**config.mk**
```make
export PLATFORM = sky130hd
export DESIGN_NAME = utf8_to_utf16_transcoder
export DESIGN_NICKNAME = d
export VERILOG_FILES = /design/src/hdl/utf8t_pkg.sv /design/src/hdl/utf8t_front.sv /design/src/hdl/utf8t_queue.sv /design/src/hdl/utf8t_back.sv /design/src/hdl/utf8_to_utf16_transcoder.sv
export SDC_FILE = /design/constraint.sdc
export NUM_CORES = 1
export LEC_CHECK = 0
export ABC_AREA = 1
export ABC_CLOCK_PERIOD_IN_PS = 3960
export BUFFER_PORTS_ARGS = -buffer_cell sky130_fd_sc_hd__buf_2
export CORE_UTILIZATION = 33
export CTS_BUF_LIST = sky130_fd_sc_hd__clkbuf_16
export DETAILED_ROUTE_END_ITERATION = 10
export GPL_TIMING_DRIVEN = 0
export SYNTH_ARGS = -nofsm -noshare
export SYNTH_HDL_FRONTEND = slang
export SYNTH_SLANG_ARGS = --single-unit
export TNS_END_PERCENT = 50
```
**constraint.sdc**
```tcl
create_clock -name clk -period 3.96 [get_ports clk]
set_clock_uncertainty 0.1 [all_clocks]
set_input_delay 0.198 -clock clk [delete_from_list [all_inputs] [get_ports clk]]
set_output_delay 0.198 -clock clk [all_outputs]
set_load 0.02 [all_outputs]
```
**src/hdl/utf8t_pkg.sv**
```systemverilog
`default_nettype none

package utf8t_pkg;

    localparam int unsigned BYTE_W = 8;
    localparam int unsigned UNIT_W = 16;
    localparam int unsigned CP_W   = 21;

    localparam logic [UNIT_W-1:0] REPLACEMENT_UNIT = 16'hFFFD;
    localparam logic [CP_W-1:0]   REPLACEMENT_CP   = 21'h00FFFD;
    localparam logic [CP_W-1:0]   SUPPLEMENTARY_BASE = 21'h010000;
    localparam logic [UNIT_W-1:0] HIGH_SURROGATE   = 16'hD800;
    localparam logic [UNIT_W-1:0] LOW_SURROGATE    = 16'hDC00;

    // One decoded byte's worth of work for the back end. A replacement
    // unit may come first (broken sequence), then an optional code point.
    typedef struct packed {
        logic            lead_fffd;
        logic            cp_valid;
        logic [CP_W-1:0] cp;
    } job_t;

endpackage

`default_nettype wire

```
**src/hdl/utf8t_front.sv**
```systemverilog
`default_nettype none

module utf8t_front (
    input  wire logic                        clk,
    input  wire logic                        rst_n,
    input  wire logic                        take,
    input  wire logic [7:0]                  data_byte,
    output logic                             job_valid,
    output utf8t_pkg::job_t                  job
);
    import utf8t_pkg::*;

    logic [CP_W-1:0] partial_reg;
    logic [CP_W-1:0] partial_next;
    logic [1:0]      remaining_reg;
    logic [1:0]      remaining_next;

    logic            lead_emit;
    logic [CP_W-1:0] lead_cp;
    logic [CP_W-1:0] lead_partial;
    logic [1:0]      lead_remaining;
    logic [CP_W-1:0] shifted;

    // Lead byte classification, used both for a fresh byte and for a byte
    // that broke a pending sequence.
    always_comb
    begin
        lead_emit      = 1'b0;
        lead_cp        = REPLACEMENT_CP;
        lead_partial   = '0;
        lead_remaining = 2'd0;
        if (data_byte[7] == 1'b0)
        begin
            lead_emit = 1'b1;
            lead_cp   = {{(CP_W-BYTE_W){1'b0}}, data_byte};
        end
        else if (data_byte[7:5] == 3'b110)
        begin
            lead_partial   = {{(CP_W-5){1'b0}}, data_byte[4:0]};
            lead_remaining = 2'd1;
        end
        else if (data_byte[7:4] == 4'b1110)
        begin
            lead_partial   = {{(CP_W-4){1'b0}}, data_byte[3:0]};
            lead_remaining = 2'd2;
        end
        else if (data_byte[7:3] == 5'b11110)
        begin
            lead_partial   = {{(CP_W-3){1'b0}}, data_byte[2:0]};
            lead_remaining = 2'd3;
        end
        else
        begin
            lead_emit = 1'b1;
        end
    end

    assign shifted = {partial_reg[CP_W-7:0], data_byte[5:0]};

    always_comb
    begin
        partial_next   = partial_reg;
        remaining_next = remaining_reg;
        job.lead_fffd  = 1'b0;
        job.cp_valid   = 1'b0;
        job.cp         = lead_cp;
        if (data_byte == 8'd0)
        begin
            job.cp_valid   = (remaining_reg != 2'd0);
            job.cp         = REPLACEMENT_CP;
            partial_next   = '0;
            remaining_next = 2'd0;
        end
        else if (remaining_reg != 2'd0)
        begin
            if (data_byte[7:6] == 2'b10)
            begin
                remaining_next = remaining_reg - 2'd1;
                if (remaining_reg == 2'd1)
                begin
                    job.cp_valid = 1'b1;
                    job.cp       = shifted;
                    partial_next = '0;
                end
                else
                begin
                    partial_next = shifted;
                end
            end
            else
            begin
                job.lead_fffd  = 1'b1;
                job.cp_valid   = lead_emit;
                partial_next   = lead_partial;
                remaining_next = lead_remaining;
            end
        end
        else
        begin
            job.cp_valid   = lead_emit;
            partial_next   = lead_partial;
            remaining_next = lead_remaining;
        end
    end

    assign job_valid = take && (job.lead_fffd || job.cp_valid);

    always_ff @(posedge clk or negedge rst_n)
    begin
        if (!rst_n)
        begin
            partial_reg   <= '0;
            remaining_reg <= 2'd0;
        end
        else if (take)
        begin
            partial_reg   <= partial_next;
            remaining_reg <= remaining_next;
        end
    end

endmodule

`default_nettype wire

```
**src/hdl/utf8t_queue.sv**
```systemverilog
`default_nettype none

module utf8t_queue #(
    parameter int unsigned DEPTH = 4
) (
    input  wire logic            clk,
    input  wire logic            rst_n,
    input  wire logic            wr_en,
    input  wire utf8t_pkg::job_t wr_job,
    input  wire logic            rd_en,
    output utf8t_pkg::job_t      rd_job,
    output logic                 full,
    output logic                 empty
);
    import utf8t_pkg::*;

    localparam int unsigned AW = (DEPTH > 1) ? $clog2(DEPTH) : 1;
    localparam int unsigned CW = $clog2(DEPTH + 1);

    job_t          slot_reg [DEPTH];
    logic [AW-1:0] wr_ptr_reg;
    logic [AW-1:0] wr_ptr_next;
    logic [AW-1:0] rd_ptr_reg;
    logic [AW-1:0] rd_ptr_next;
    logic [CW-1:0] count_reg;
    logic [CW-1:0] count_next;
    logic          do_wr;
    logic          do_rd;

    assign full   = (count_reg == CW'(DEPTH));
    assign empty  = (count_reg == '0);
    assign do_wr  = wr_en && !full;
    assign do_rd  = rd_en && !empty;
    assign rd_job = slot_reg[rd_ptr_reg];

    always_comb
    begin
        wr_ptr_next = wr_ptr_reg;
        rd_ptr_next = rd_ptr_reg;
        count_next  = count_reg;
        if (do_wr)
        begin
            wr_ptr_next = (wr_ptr_reg == AW'(DEPTH - 1)) ? '0 : wr_ptr_reg + AW'(1);
        end
        if (do_rd)
        begin
            rd_ptr_next = (rd_ptr_reg == AW'(DEPTH - 1)) ? '0 : rd_ptr_reg + AW'(1);
        end
        if (do_wr && !do_rd)
        begin
            count_next = count_reg + CW'(1);
        end
        else if (do_rd && !do_wr)
        begin
            count_next = count_reg - CW'(1);
        end
    end

    always_ff @(posedge clk)
    begin
        if (do_wr)
        begin
            slot_reg[wr_ptr_reg] <= wr_job;
        end
    end

    always_ff @(posedge clk or negedge rst_n)
    begin
        if (!rst_n)
        begin
            wr_ptr_reg <= '0;
            rd_ptr_reg <= '0;
            count_reg  <= '0;
        end
        else
        begin
            wr_ptr_reg <= wr_ptr_next;
            rd_ptr_reg <= rd_ptr_next;
            count_reg  <= count_next;
        end
    end

endmodule

`default_nettype wire

```
**src/hdl/utf8t_back.sv**
```systemverilog
`default_nettype none

module utf8t_back (
    input  wire logic            clk,
    input  wire logic            rst_n,
    input  wire utf8t_pkg::job_t head_job,
    input  wire logic            head_valid,
    input  wire logic            pop,
    output logic                 head_done,
    output logic [15:0]          code_unit,
    output logic                 last_of_run
);
    import utf8t_pkg::*;

    logic [1:0]      idx_reg;
    logic [1:0]      idx_next;
    logic            big;
    logic [1:0]      cp_units;
    logic [1:0]      unit_count;
    logic [1:0]      cp_pos;
    logic [CP_W-1:0] offset;

    assign big        = (head_job.cp[CP_W-1:16] != '0);
    assign cp_units   = head_job.cp_valid ? (big ? 2'd2 : 2'd1) : 2'd0;
    assign unit_count = {1'b0, head_job.lead_fffd} + cp_units;
    assign cp_pos     = idx_reg - {1'b0, head_job.lead_fffd};
    assign offset     = head_job.cp - SUPPLEMENTARY_BASE;

    always_comb
    begin
        if (head_job.lead_fffd && (idx_reg == 2'd0))
        begin
            code_unit = REPLACEMENT_UNIT;
        end
        else if (big)
        begin
            code_unit = (cp_pos == 2'd0)
                      ? (HIGH_SURROGATE | {5'd0, offset[20:10]})
                      : (LOW_SURROGATE  | {6'd0, offset[9:0]});
        end
        else
        begin
            code_unit = head_job.cp[15:0];
        end
    end

    assign last_of_run = (idx_reg == unit_count - 2'd1);
    assign head_done   = head_valid && pop && last_of_run;

    always_comb
    begin
        idx_next = idx_reg;
        if (head_valid && pop)
        begin
            idx_next = last_of_run ? 2'd0 : idx_reg + 2'd1;
        end
    end

    always_ff @(posedge clk or negedge rst_n)
    begin
        if (!rst_n)
        begin
            idx_reg <= 2'd0;
        end
        else
        begin
            idx_reg <= idx_next;
        end
    end

endmodule

`default_nettype wire

```
**src/hdl/utf8_to_utf16_transcoder.sv**
```systemverilog
`default_nettype none

// Channel   Ports                             Request taken when
// input     push, full, data_byte[7:0]        push && !full
// result    pop, empty, code_unit[15:0],      pop && !empty
//           last_of_run
//
// One UTF-8 byte is taken per cycle while the job queue has room; the front
// decoder settles each byte in the cycle it is accepted. Each byte yields
// zero, one or two UTF-16 units, which leave one per cycle, so the output
// side sets the sustained rate when bytes produce surrogate pairs or broken
// sequences. Reset clears the decoder state, the queue and the unit index.
// A stalled result holds; the input stalls only when QUEUE_DEPTH jobs wait.
module utf8_to_utf16_transcoder #(
    parameter int unsigned QUEUE_DEPTH = 4
) (
    input  wire logic        clk,
    input  wire logic        rst_n,
    input  wire logic        push,
    output logic             full,
    input  wire logic [7:0]  data_byte,
    output logic             empty,
    input  wire logic        pop,
    output logic [15:0]      code_unit,
    output logic             last_of_run
);
    import utf8t_pkg::*;

    // The front end owns the decoder state, so it advances on every
    // accepted request, whether or not the byte produces any output.
    logic take;
    logic job_valid;
    job_t new_job;
    job_t head_job;
    logic queue_empty;
    logic head_done;

    assign take  = push && !full;
    assign empty = queue_empty;

    utf8t_front u_front (
        .clk       (clk),
        .rst_n     (rst_n),
        .take      (take),
        .data_byte (data_byte),
        .job_valid (job_valid),
        .job       (new_job)
    );

    // The queue decouples decoding from unit emission; a job stays at its
    // head until its last unit has been popped.
    utf8t_queue #(
        .DEPTH (QUEUE_DEPTH)
    ) u_queue (
        .clk    (clk),
        .rst_n  (rst_n),
        .wr_en  (job_valid),
        .wr_job (new_job),
        .rd_en  (head_done),
        .rd_job (head_job),
        .full   (full),
        .empty  (queue_empty)
    );

    // The back end turns a job into its replacement unit, plain unit or
    // surrogate pair, one unit per pop.
    utf8t_back u_back (
        .clk         (clk),
        .rst_n       (rst_n),
        .head_job    (head_job),
        .head_valid  (!queue_empty),
        .pop         (pop),
        .head_done   (head_done),
        .code_unit   (code_unit),
        .last_of_run (last_of_run)
    );

endmodule

`default_nettype wire
```
# After elaboration in Yosys (flattened, before gate mapping)
# Memory sizes are Yosys's and may differ from the RTL's.
# Index checks and enable logic that the tools add are counted.
[totals] ramBits=92 output_inout_bits=19 n_memories=1 reg_bits=26 in_bits=12 wordCells=88
[classes] n_eq_ne=9 n_addsub=10 n_mux=41 n_reduce_logical=21
[memory_table] name="u_queue.slot_reg" depth=4 word_bits=23 read_ports=1 rd_clocked_by_memory_dff=0 write_ports=1 line_no="utf8t_queue.sv:20" text="job_t slot_reg [DEPTH];"
[op_table] op="$mux W15" count=6
[op_table] op="$mux W16" count=3
[op_table] op="$mux W22" count=2
[op_table] op="$mux W21" count=2
[op_table] op="$mux W2" count=12
[op_table] op="$sub A21 B17 Y21 const B" count=1
[op_table] op="$mux W1" count=11
[op_table] op="$mux W11" count=1
[op_table] op="$logic_and A1 B1 Y1" count=9
[op_table] op="$mux W3" count=3
[op_table] op="$logic_not A8 Y1" count=1
[op_table] op="$add A2 B1 Y2 const B" count=3
[op_table] op="$eq A2 B2 Y1 const B" count=3
[op_table] op="$eq A3 B3 Y1 const B" count=2
[op_table] op="$eq A5 B5 Y1 const B" count=1
[op_table] op="$reduce_bool A5 Y1" count=1
[op_table] op="$eq A4 B4 Y1 const B" count=1
[op_table] op="$logic_not A1 Y1" count=4
[op_table] op="$logic_not A2 Y1" count=2
[op_table] op="$mux W4" count=1
[op_table] op="$reduce_bool A2 Y1" count=2
[op_table] op="$sub A2 B1 Y2 const B" count=2
[op_table] op="$add A3 B1 Y3 const B" count=1
[op_table] op="$logic_not A3 Y1" count=1
[op_table] op="6 further kinds" count=6

# Logic depth before layout (Yosys ltp)
# Gate-level depths: netlist of the first run.
[depth] depth_word=15 depth_mapped=20 depth_no_buf=19

# Modules after synthesis
# From an unflattened synthesis of the first run, not the netlist that was laid out.
[unflattened] hier_cells=583 hier_area_um2=5768.0
[modules_own_cells] module="utf8t_queue" area_per_inst_um2=4174.0 seq_area_each_um2=2937.8 instances=1 cells_each=329
[modules_own_cells] module="utf8t_front" area_per_inst_um2=1074.8 seq_area_each_um2=425.4 instances=1 cells_each=158
[modules_own_cells] module="utf8t_back" area_per_inst_um2=505.5 seq_area_each_um2=50.0 instances=1 cells_each=93
[modules_own_cells] module="utf8_to_utf16_transcoder" area_per_inst_um2=13.8 seq_area_each_um2=0.0 instances=1 cells_each=3

# Least setup slack after synthesis of the first run
# No wires, ideal clock.
[synth_timing] path_type="register to register" start="register u_queue.rd_ptr_reg[0]" end="register u_queue.count_reg[2]" slack_ns=0.585 arrival_ns=3.144 path_buffers=2 synth_period_minus_slack_ns=3.375 t_required_ns=3.729 stages_incl_launch_ff=20 setup_ns=0.131 cell_sequence="dfrtp_1 -> buf_6 -> buf_6 -> o21ai_0 -> a21oi_2 -> ha_1 -> nand4_4 -> inv_1 -> nand2_1 -> ha_1 -> xor2_1 -> inv_1 -> nand3_1 -> nand4_2 -> ha_1 -> inv_1 -> fa_1 -> a21oi_1 -> o21ai_0 -> xor2_1"
[synth_between] elab_chain_len=12 word_cells_on_any_way=14 cone_classes="add/sub: 2; eq/ne: 1; mux: 3; reduce/logical: 7; memory: 1"
[synth_lines] element="start: declaration" line_no="utf8t_queue.sv:23" text="logic [AW-1:0] rd_ptr_reg;"
[synth_lines] element="start signal: assignment" line_no="utf8t_queue.sv:78" text="rd_ptr_reg <= rd_ptr_next;"
[synth_lines] element="$mem_v2 Z4 W23 (*)"
[synth_lines] element="$reduce_bool A5 Y1" line_no="utf8t_back.sv:23" text="assign big = (head_job.cp[CP_W-1:16] != '0);"
[synth_lines] element="$mux W2 (2 in series)" line_no="utf8t_back.sv:24" text="assign cp_units = head_job.cp_valid ? (big ? 2'd2 : 2'd1) : 2'd0;"
[synth_lines] element="$add A1 B2 Y2 (*)" line_no="utf8t_back.sv:25" text="assign unit_count = {1'b0, head_job.lead_fffd} + cp_units;"
[synth_lines] element="$sub A2 B1 Y2 (*)" line_no="utf8t_back.sv:47" text="assign last_of_run = (idx_reg == unit_count - 2'd1);"
[synth_lines] element="$eq A2 B2 Y1 (*)" line_no="utf8t_back.sv:47"
[synth_lines] element="$logic_and A1 B1 Y1 (*)" line_no="utf8t_back.sv:48" text="assign head_done = head_valid && pop && last_of_run;"
[synth_lines] element="$logic_and A1 B1 Y1 (*)" line_no="utf8t_queue.sv:33" text="assign do_rd = rd_en && !empty;"
[synth_lines] element="$logic_not A1 Y1" line_no="utf8t_queue.sv:49" text="if (do_wr && !do_rd)"
[synth_lines] element="$logic_and A1 B1 Y1" line_no="utf8t_queue.sv:49"
[synth_lines] element="$mux W3 or $reduce_bool A2 Y1 (tied branches)"
[synth_lines] element="end signal: assignment" line_no="utf8t_queue.sv:79" text="count_reg <= count_next;"
[synth_lines] element="end: declaration" line_no="utf8t_queue.sv:25" text="logic [CW-1:0] count_reg;"
# Every way passes the cells marked *; elsewhere a longest branch is shown, timed or not.
# A chain may end at the register's enable or synchronous reset.

# Final worst setup path of the first run
[layout_timing] start="register u_queue.rd_ptr_reg[1]" end="register u_queue.count_reg[2]"
# The elaborated chain is that of the path after synthesis.

==> results of run 1 <==
[stage by stage]
step / TNS [ns] / setup slack [ns] / instances / hold WS, ns
floorplan: 0 / 0.585 / 507 / -0.198
detailed placement: -0.0271 / -0.0265 / 754 / 0.142
CTS: 0 / 0.0257 / 790 / 0.0441
global route: 0 / 0.00568 / 790 / 0.0688
global placement: 0 / 0.0130 / 753 / 0.134
finish: 0 / 0.247 / 790 / 0.0602
[metal layers]
metal  part of all wire  up-vias  track usage
li1                   -     1862            -
met1               0.46     1961        0.224
met2               0.47      102        0.264
met3              0.052       19       0.0431
met4              0.013        0       0.0684
met5                  0        -            0
[layout by cell type, fill, tap and decap left out, types with 2 or more instances in the layout]
master and count:
o22ai_1 26, buf_6 3, o21ai_0 61, nand2_2 8, inv_1 60, nor3_1 4
buf_2 38, clkbuf_16 17, clkbuf_1 3, or2_1 2, xnor2_1 2, a31oi_1 2
dlygate4sd3_1 6, a21oi_1 3, dfrtp_2 2, dfrtp_1 24, edfxtp_1 92, nand3_1 32
buf_4 3, a21oi_2 3, nor2_4 3, nand4_1 2, clkinv_1 3, nand3b_1 3
ha_1 10, inv_2 4, nand2_1 75, nor2_1 57, clkinv_2 3, xor2_1 3
[cell type report]
cell class | instances | area, um^2 | area share
timing repair buffer | 37 | 238 | 0.0369
clock inverter | 13 | 56.3 | 0.00873
clock buffer | 17 | 425 | 0.0660
multi-input combinational | 312 | 1700 | 0.264
sequential | 118 | 3420 | 0.530
buffer | 18 | 115 | 0.0179
tap | 216 | 270 | 0.0419
inverter | 59 | 224 | 0.0347
[power by group through the flow]
stage                     registers, uW  clock network, uW  logic [uW]
after global placement             1740                  0        2170
after detailed placement           1740                  0        2250
after global routing               1740               1330        2540
after CTS                          1720               1280        2270
final                              1720               1260        2300
after floorplan                    1720                  0        1540
[kinds of logic (layout without fill, tap and decap cells)]
group / Yosys count / after routing / synth area share
buffers and inverters: 77 / 144 / 0.0618
xor gates and xnor gates: 6 / 6 / 0.00973
and+or+nand+nor: 192 / 192 / 0.159
AOI/OAI and AO/OA: 101 / 101 / 0.107
muxes: 1 / 1 / 0.00208
adders and majority gates: 12 / 12 / 0.0292
DFF: 118 / 118 / 0.632
[how the worst max path moves through the flow]
stage                                         start                                end  slack (ns)  depth (start not counted)
4_1_cts           u_queue.rd_ptr_reg[1]$_DFFE_PN0P_   u_queue.count_reg[1]$_DFFE_PN0P_        0.03                         17
2_1_floorplan     u_queue.rd_ptr_reg[0]$_DFFE_PN0P_   u_queue.count_reg[2]$_DFFE_PN0P_        0.58                         19
3_5_place_dp      u_queue.rd_ptr_reg[1]$_DFFE_PN0P_   u_queue.count_reg[1]$_DFFE_PN0P_       -0.03                         17
3_3_place_gp   u_front.remaining_reg[0]$_DFFE_PN0P_  u_queue.slot_reg[3][12]$_DFFE_PP_        0.01                         12
5_1_grt           u_queue.rd_ptr_reg[1]$_DFFE_PN0P_   u_queue.count_reg[2]$_DFFE_PN0P_       0.006                         19
6_report          u_queue.rd_ptr_reg[1]$_DFFE_PN0P_   u_queue.count_reg[2]$_DFFE_PN0P_        0.25                         19
[worst register-to-register path: cells and delay by family, from the launching register on]
kind                     cells  cell delay [ns]
XOR/XNOR                     2             0.35
flip-flops                   1             0.47
AND/OR/NAND/NOR              6             0.78
AO/OA/AOI/OAI                2             0.25
adder cells (fa/ha/maj)      4             1.00
buffers and inverters        5             0.63
[what timing repair did]
action | in CTS | in global routing
setup endpoints to repair | 2 | 2
pin swaps | 0 | 1
hold buffers | 6 | 0
gates resized for setup | 1 | 9
hold endpoints to repair | 31 | 0
==> flow_metrics.env, run 1 <==
export IMPL_largest_register_ffs=92
export IMPL_yosysMostFrequentCell="edfxtp_1"
export IMPL_cp_start_kind="flip-flop"
export IMPL_p_switching_uw=2170
export IMPL_synth_commonest_cells="edfxtp_1 (92), nand2_1 (76), nor2_1 (61), o21ai_0 (61), inv_1 (55)"
export IMPL_cts_post_setup_buffers_inserted=0
export IMPL_avgSynthCellArea_um2=10.7
export IMPL_p_clk_frac=0.239
export IMPL_dpl_hpwl_mm=8.80
export IMPL_cp_arrival_ns=3.90
export IMPL_power_density_nw_per_um2=819
export IMPL_grt_pass1_wl_mm=20.5
export IMPL_p_leak_uw=0.00256
export IMPL_max_freq_ghz=0.269
export IMPL_vias=3944
export IMPL_slew_violations=0
export IMPL_crit_chain="inv_2 -> buf_4 -> nand3_1 -> nand2_2 -> ha_4 -> nand4_4 -> inv_4 -> nand2_1 -> ha_1 -> xor2_2 -> inv_1 -> nand3_1 -> nand4_2 -> ha_1 -> inv_1 -> fa_1 -> a21oi_1 -> o21ai_0 -> xor2_1"
export IMPL_rr_endpoint="u_queue.count_reg[2]$_DFFE_PN0P_"
export IMPL_fill_cells=1524
export IMPL_tightest_slew_ns=0.857
export IMPL_antenna_found_initial=0
export IMPL_post_route_min_period_ns=3.71
export IMPL_path_class="flip-flop to flip-flop"
export IMPL_reg2reg_depth=19
export IMPL_grt_overflow=0
export IMPL_drt_iter0_drc=350
export IMPL_end_kind="flip-flop"
export IMPL_antenna_left=0
export IMPL_synth_ff_type="edfxtp_1"
export IMPL_initial_core_util=0.339
export IMPL_cp_data_required_time_ns=4.14
export IMPL_synth_seq_cells=118
export IMPL_fp_dieW_um=130
export IMPL_io_pins=31
export IMPL_hold_path_end="u_front.partial_reg[5]$_DFFE_PN0P_"
export IMPL_rows=46
export IMPL_setup_violations_final=0
export IMPL_synth_nets=531
export IMPL_root_buffer="clkbuf_16"
export IMPL_final_util=0.404
export IMPL_synth_top_area_cell="edfxtp_1"
export IMPL_crit_buf_inv=5
export IMPL_synthTopCellsByArea="edfxtp_1 (51%), dfrtp_1 (12%), o21ai_0 (5.7%)"
export IMPL_vias_per_cell=4.99
export IMPL_slowest_delay_ns=0.47
export IMPL_synth_area_um2=5400
export IMPL_maxCapViolCount=0
export IMPL_worst_path_max_delay_cell="dfrtp_2"
export IMPL_hold_path_cell_count=3
export IMPL_cts_sinks=118
export IMPL_finalHoldViolCount=0
export IMPL_grt_start_max_net_pins=27
export IMPL_async_reset_ff_frac=0.220
export IMPL_path_clk_slew_ns=0.05
export IMPL_dieHeight_um=130
export IMPL_seqPwrFrac=0.326
export IMPL_hold_path_class="primary input to flip-flop"
export IMPL_seq_area_frac_synth=0.632
export IMPL_syn_to_final_growth_pct=19.3
export IMPL_coreArea_um2=15900
export IMPL_clkLatencyLatePin_ns=0.42
export IMPL_yosysWarnings=0
export IMPL_diodes=0
export IMPL_finalNetCount=587
export IMPL_tritoncts="done"
export IMPL_grt_pass1_vias=3777
export IMPL_grt_usage=0.169
export IMPL_cts_made_buffers=17
export IMPL_min_delay_start="data_byte[5]"
export IMPL_synth_edf_count=92
export IMPL_worstReg2RegStart="u_queue.rd_ptr_reg[1]$_DFFE_PN0P_"
export IMPL_syn_inst=507
export IMPL_drcViolationCount=0
export IMPL_finalPower_uw=5280
export IMPL_ctsHtreeMaxLevel=4
export IMPL_fin_crit_sh=0.938
export IMPL_die_area_um2=16900
export IMPL_crit_fanout=10
export IMPL_port_buffers=30
export IMPL_intPower_uw=3110
export IMPL_max_slew_margin=0.427
export IMPL_gp_congestion=0.856
export IMPL_worst_r2r_setup_slack_ns=0.25
export IMPL_sw_frac_of_total=0.411
export IMPL_cts_max_path_buffers=2
export IMPL_dr_pass1_iters=5
export IMPL_avgRoutedWirePerCell_um=16.6
export IMPL_placed_area_um2=5870
export IMPL_synth_top_cell_area_share=0.511
export IMPL_status="complete, no violations"
export IMPL_crit_family="adder cells"
export IMPL_ir_worst_vdd_v=0.000348
export IMPL_drt_total_wl_mm=13.1
export IMPL_rsz0062_at_grt="no"
export IMPL_synth_cell_types=38
export IMPL_combPwrFrac=0.435
export IMPL_drive_above_1_share=0.174
export IMPL_final_area_um2=6450
No activity file was read; power rests on OpenSTA's default activity.
==> run 2, diff against run 1 <==
- CORE_UTILIZATION: 33 -> 60
- CTS_CLUSTER_DIAMETER: default -> 30
- PLACE_DENSITY: default -> 0.79
==> run 2 against run 1 <==
  * Cell count is 13% lower
  * Register-to-register slack worse by 0.07 ns
  * Critical path depth is 4 lower
  * Fmax is 1.9% lower
  * Sequential share of layout area is 0.42 points lower
  * Non-clock buffer count is 1 higher
  * Utilization is 34 points higher
  * Die area is 44% lower
  * Critical path type unchanged
  * Critical endpoint is now u_queue.count_reg[1]$_DFFE_PN0P_
  * Largest power group unchanged
==> flow_metrics.env, run 2 (synthesis gave the netlist of run 1 again) <==
export IMPL_coreArea_um2=8720
export IMPL_post_route_min_period_ns=3.78
export IMPL_rr_endpoint="u_queue.count_reg[1]$_DFFE_PN0P_"
export IMPL_worst_r2r_setup_slack_ns=0.18
export IMPL_drcViolationCount=0
export IMPL_root_buffer="clkbuf_16"
export IMPL_gp_congestion=0.907
export IMPL_grt_usage=0.288
export IMPL_final_util=0.745
export IMPL_clkLatencyLatePin_ns=0.41
export IMPL_syn_to_final_growth_pct=20.3
export IMPL_dieHeight_um=96.9
export IMPL_antenna_found_initial=0
export IMPL_end_kind="flip-flop"
export IMPL_hold_path_class="primary input to flip-flop"
export IMPL_grt_pass1_vias=4006
export IMPL_drt_iter0_drc=421
export IMPL_die_area_um2=9390
export IMPL_finalNetCount=588
export IMPL_tritoncts="done"
export IMPL_place_ws_ns=0.0646
export IMPL_dpl_hpwl_mm=8.50
export IMPL_crit_family="adder cells"
export IMPL_diodes=0
export IMPL_fin_ws_ns=0.176
export IMPL_initial_core_util=0.619
export IMPL_ir_worst_vdd_v=0.000526
export IMPL_ctsHtreeMaxLevel=4
export IMPL_cts_max_path_buffers=2
export IMPL_vias_per_cell=6.02
export IMPL_drt_total_wl_mm=12.8
export IMPL_cp_data_required_time_ns=4.15
export IMPL_reg2reg_depth=15
export IMPL_min_delay_start="data_byte[4]"
export IMPL_cts_sinks=118
export IMPL_setup_violations_final=0
export IMPL_p_leak_uw=0.00262
export IMPL_finalHoldViolCount=0
export IMPL_max_slew_margin=0.378
export IMPL_layout_commonest_cell="edfxtp_1"
export IMPL_antenna_left=0
export IMPL_vias=4122
export IMPL_grt_overflow=0
export IMPL_dr_pass1_iters=5
export IMPL_io_pins=31
export IMPL_crit_buf_inv=4
export IMPL_drive_above_1_share=0.194
export IMPL_avgRoutedWirePerCell_um=18.7
export IMPL_grt_pass1_wl_mm=20.3
export IMPL_port_buffers=30
export IMPL_rows=34
export IMPL_worst_path_max_delay_cell="dfrtp_2"
export IMPL_slowest_delay_ns=0.43
export IMPL_maxCapViolCount=0
export IMPL_crit_fanout=10
export IMPL_status="complete, no violations"
export IMPL_grt_start_max_net_pins=27
export IMPL_path_class="flip-flop to flip-flop"
export IMPL_largest_register_ffs=92
export IMPL_place_inst=649
export IMPL_slew_violations=0
export IMPL_fin_cells=685
export IMPL_hold_path_end="u_front.partial_reg[4]$_DFFE_PN0P_"
export IMPL_crit_chain="buf_6 -> buf_6 -> o21ai_0 -> a21oi_2 -> ha_4 -> nand4_4 -> inv_4 -> nand2_1 -> ha_1 -> xor2_1 -> nand4_4 -> ha_1 -> inv_1 -> fa_1 -> mux2_2"
export IMPL_cts_made_buffers=17
export IMPL_cp_start_kind="flip-flop"
export IMPL_final_cell_mix="edfxtp_1 (92), nand2_1 (75), o21ai_0 (61), nor2_1 (57), inv_1 (54)"
export IMPL_tightest_slew_ns=0.932
export IMPL_max_freq_ghz=0.264
export IMPL_cp_arrival_ns=3.98
export IMPL_worstReg2RegStart="u_queue.rd_ptr_reg[0]$_DFFE_PN0P_"
export IMPL_path_clk_slew_ns=0.05
export IMPL_fin_crit_sh=0.955
export IMPL_hold_path_cell_count=3
export IMPL_power_density_nw_per_um2=878
export IMPL_fp_dieW_um=96.9
-- run 2: final cells by class --
type | count | area (um^2)
buffer | 18 | 113
clock buffer | 17 | 425
clock inverter | 15 | 209
fill | 581 | 2220
inverter | 59 | 224
multi-input combinational | 312 | 1700
sequential | 118 | 3420
tap | 108 | 135
timing repair buffer | 38 | 275
-- run 2: worst max-delay path by stage --
stage / depth (start not counted) / end / startpoint
after floorplan: 19 / u_queue.count_reg[2]$_DFFE_PN0P_ / u_queue.rd_ptr_reg[0]$_DFFE_PN0P_
after global placement: 15 / u_queue.count_reg[1]$_DFFE_PN0P_ / u_queue.rd_ptr_reg[1]$_DFFE_PN0P_
after detailed placement: 16 / u_queue.count_reg[1]$_DFFE_PN0P_ / u_queue.rd_ptr_reg[0]$_DFFE_PN0P_
after CTS: 16 / u_queue.count_reg[1]$_DFFE_PN0P_ / u_queue.rd_ptr_reg[0]$_DFFE_PN0P_
after global routing: 16 / u_queue.count_reg[1]$_DFFE_PN0P_ / u_queue.rd_ptr_reg[0]$_DFFE_PN0P_
final: 15 / u_queue.count_reg[1]$_DFFE_PN0P_ / u_queue.rd_ptr_reg[0]$_DFFE_PN0P_
-- run 2: metal layers --
layer / global-route usage / part of all wire / vias to the layer above
met5: 0 / 0 / -
met3: 0.0672 / 0.078 / 50
met2: 0.456 / 0.48 / 230
li1: - / - / 1872
met4: 0.150 / 0.040 / 0
met1: 0.372 / 0.41 / 1970
-- run 2: power breakdown --
group | switching [uW] | internal [uW] | total (uW)
registers | 101 | 1630 | 1730
logic | 1580 | 755 | 2330
clock network | 536 | 1110 | 1640
total | 2220 | 3490 | 5700
-- run 2: worst min-delay path: stages --
cell	delay (ns)
buf_2	0.12
o211ai_1	0.09
o21ai_0	0.06
-- run 2: stage by stage --
step	hold WS [ns]	TNS [ns]	total power, uW	cell area (um^2)
final	0.00881	0	5700	6500
after global routing	0.0168	-0.0721	5990	6500
after CTS	0.000970	0	5620	6460
after detailed placement	0.160	0	3960	5780
after global placement	0.155	0	3830	5690
after floorplan	-0.198	0	3260	5400
-- run 2: what timing repair did --
action	CTS	global route
setup buffers	0	0
hold buffers	4	0
setup endpoints to repair	0	2
gates resized for setup	0	10
endpoints found under the hold margin	29	0
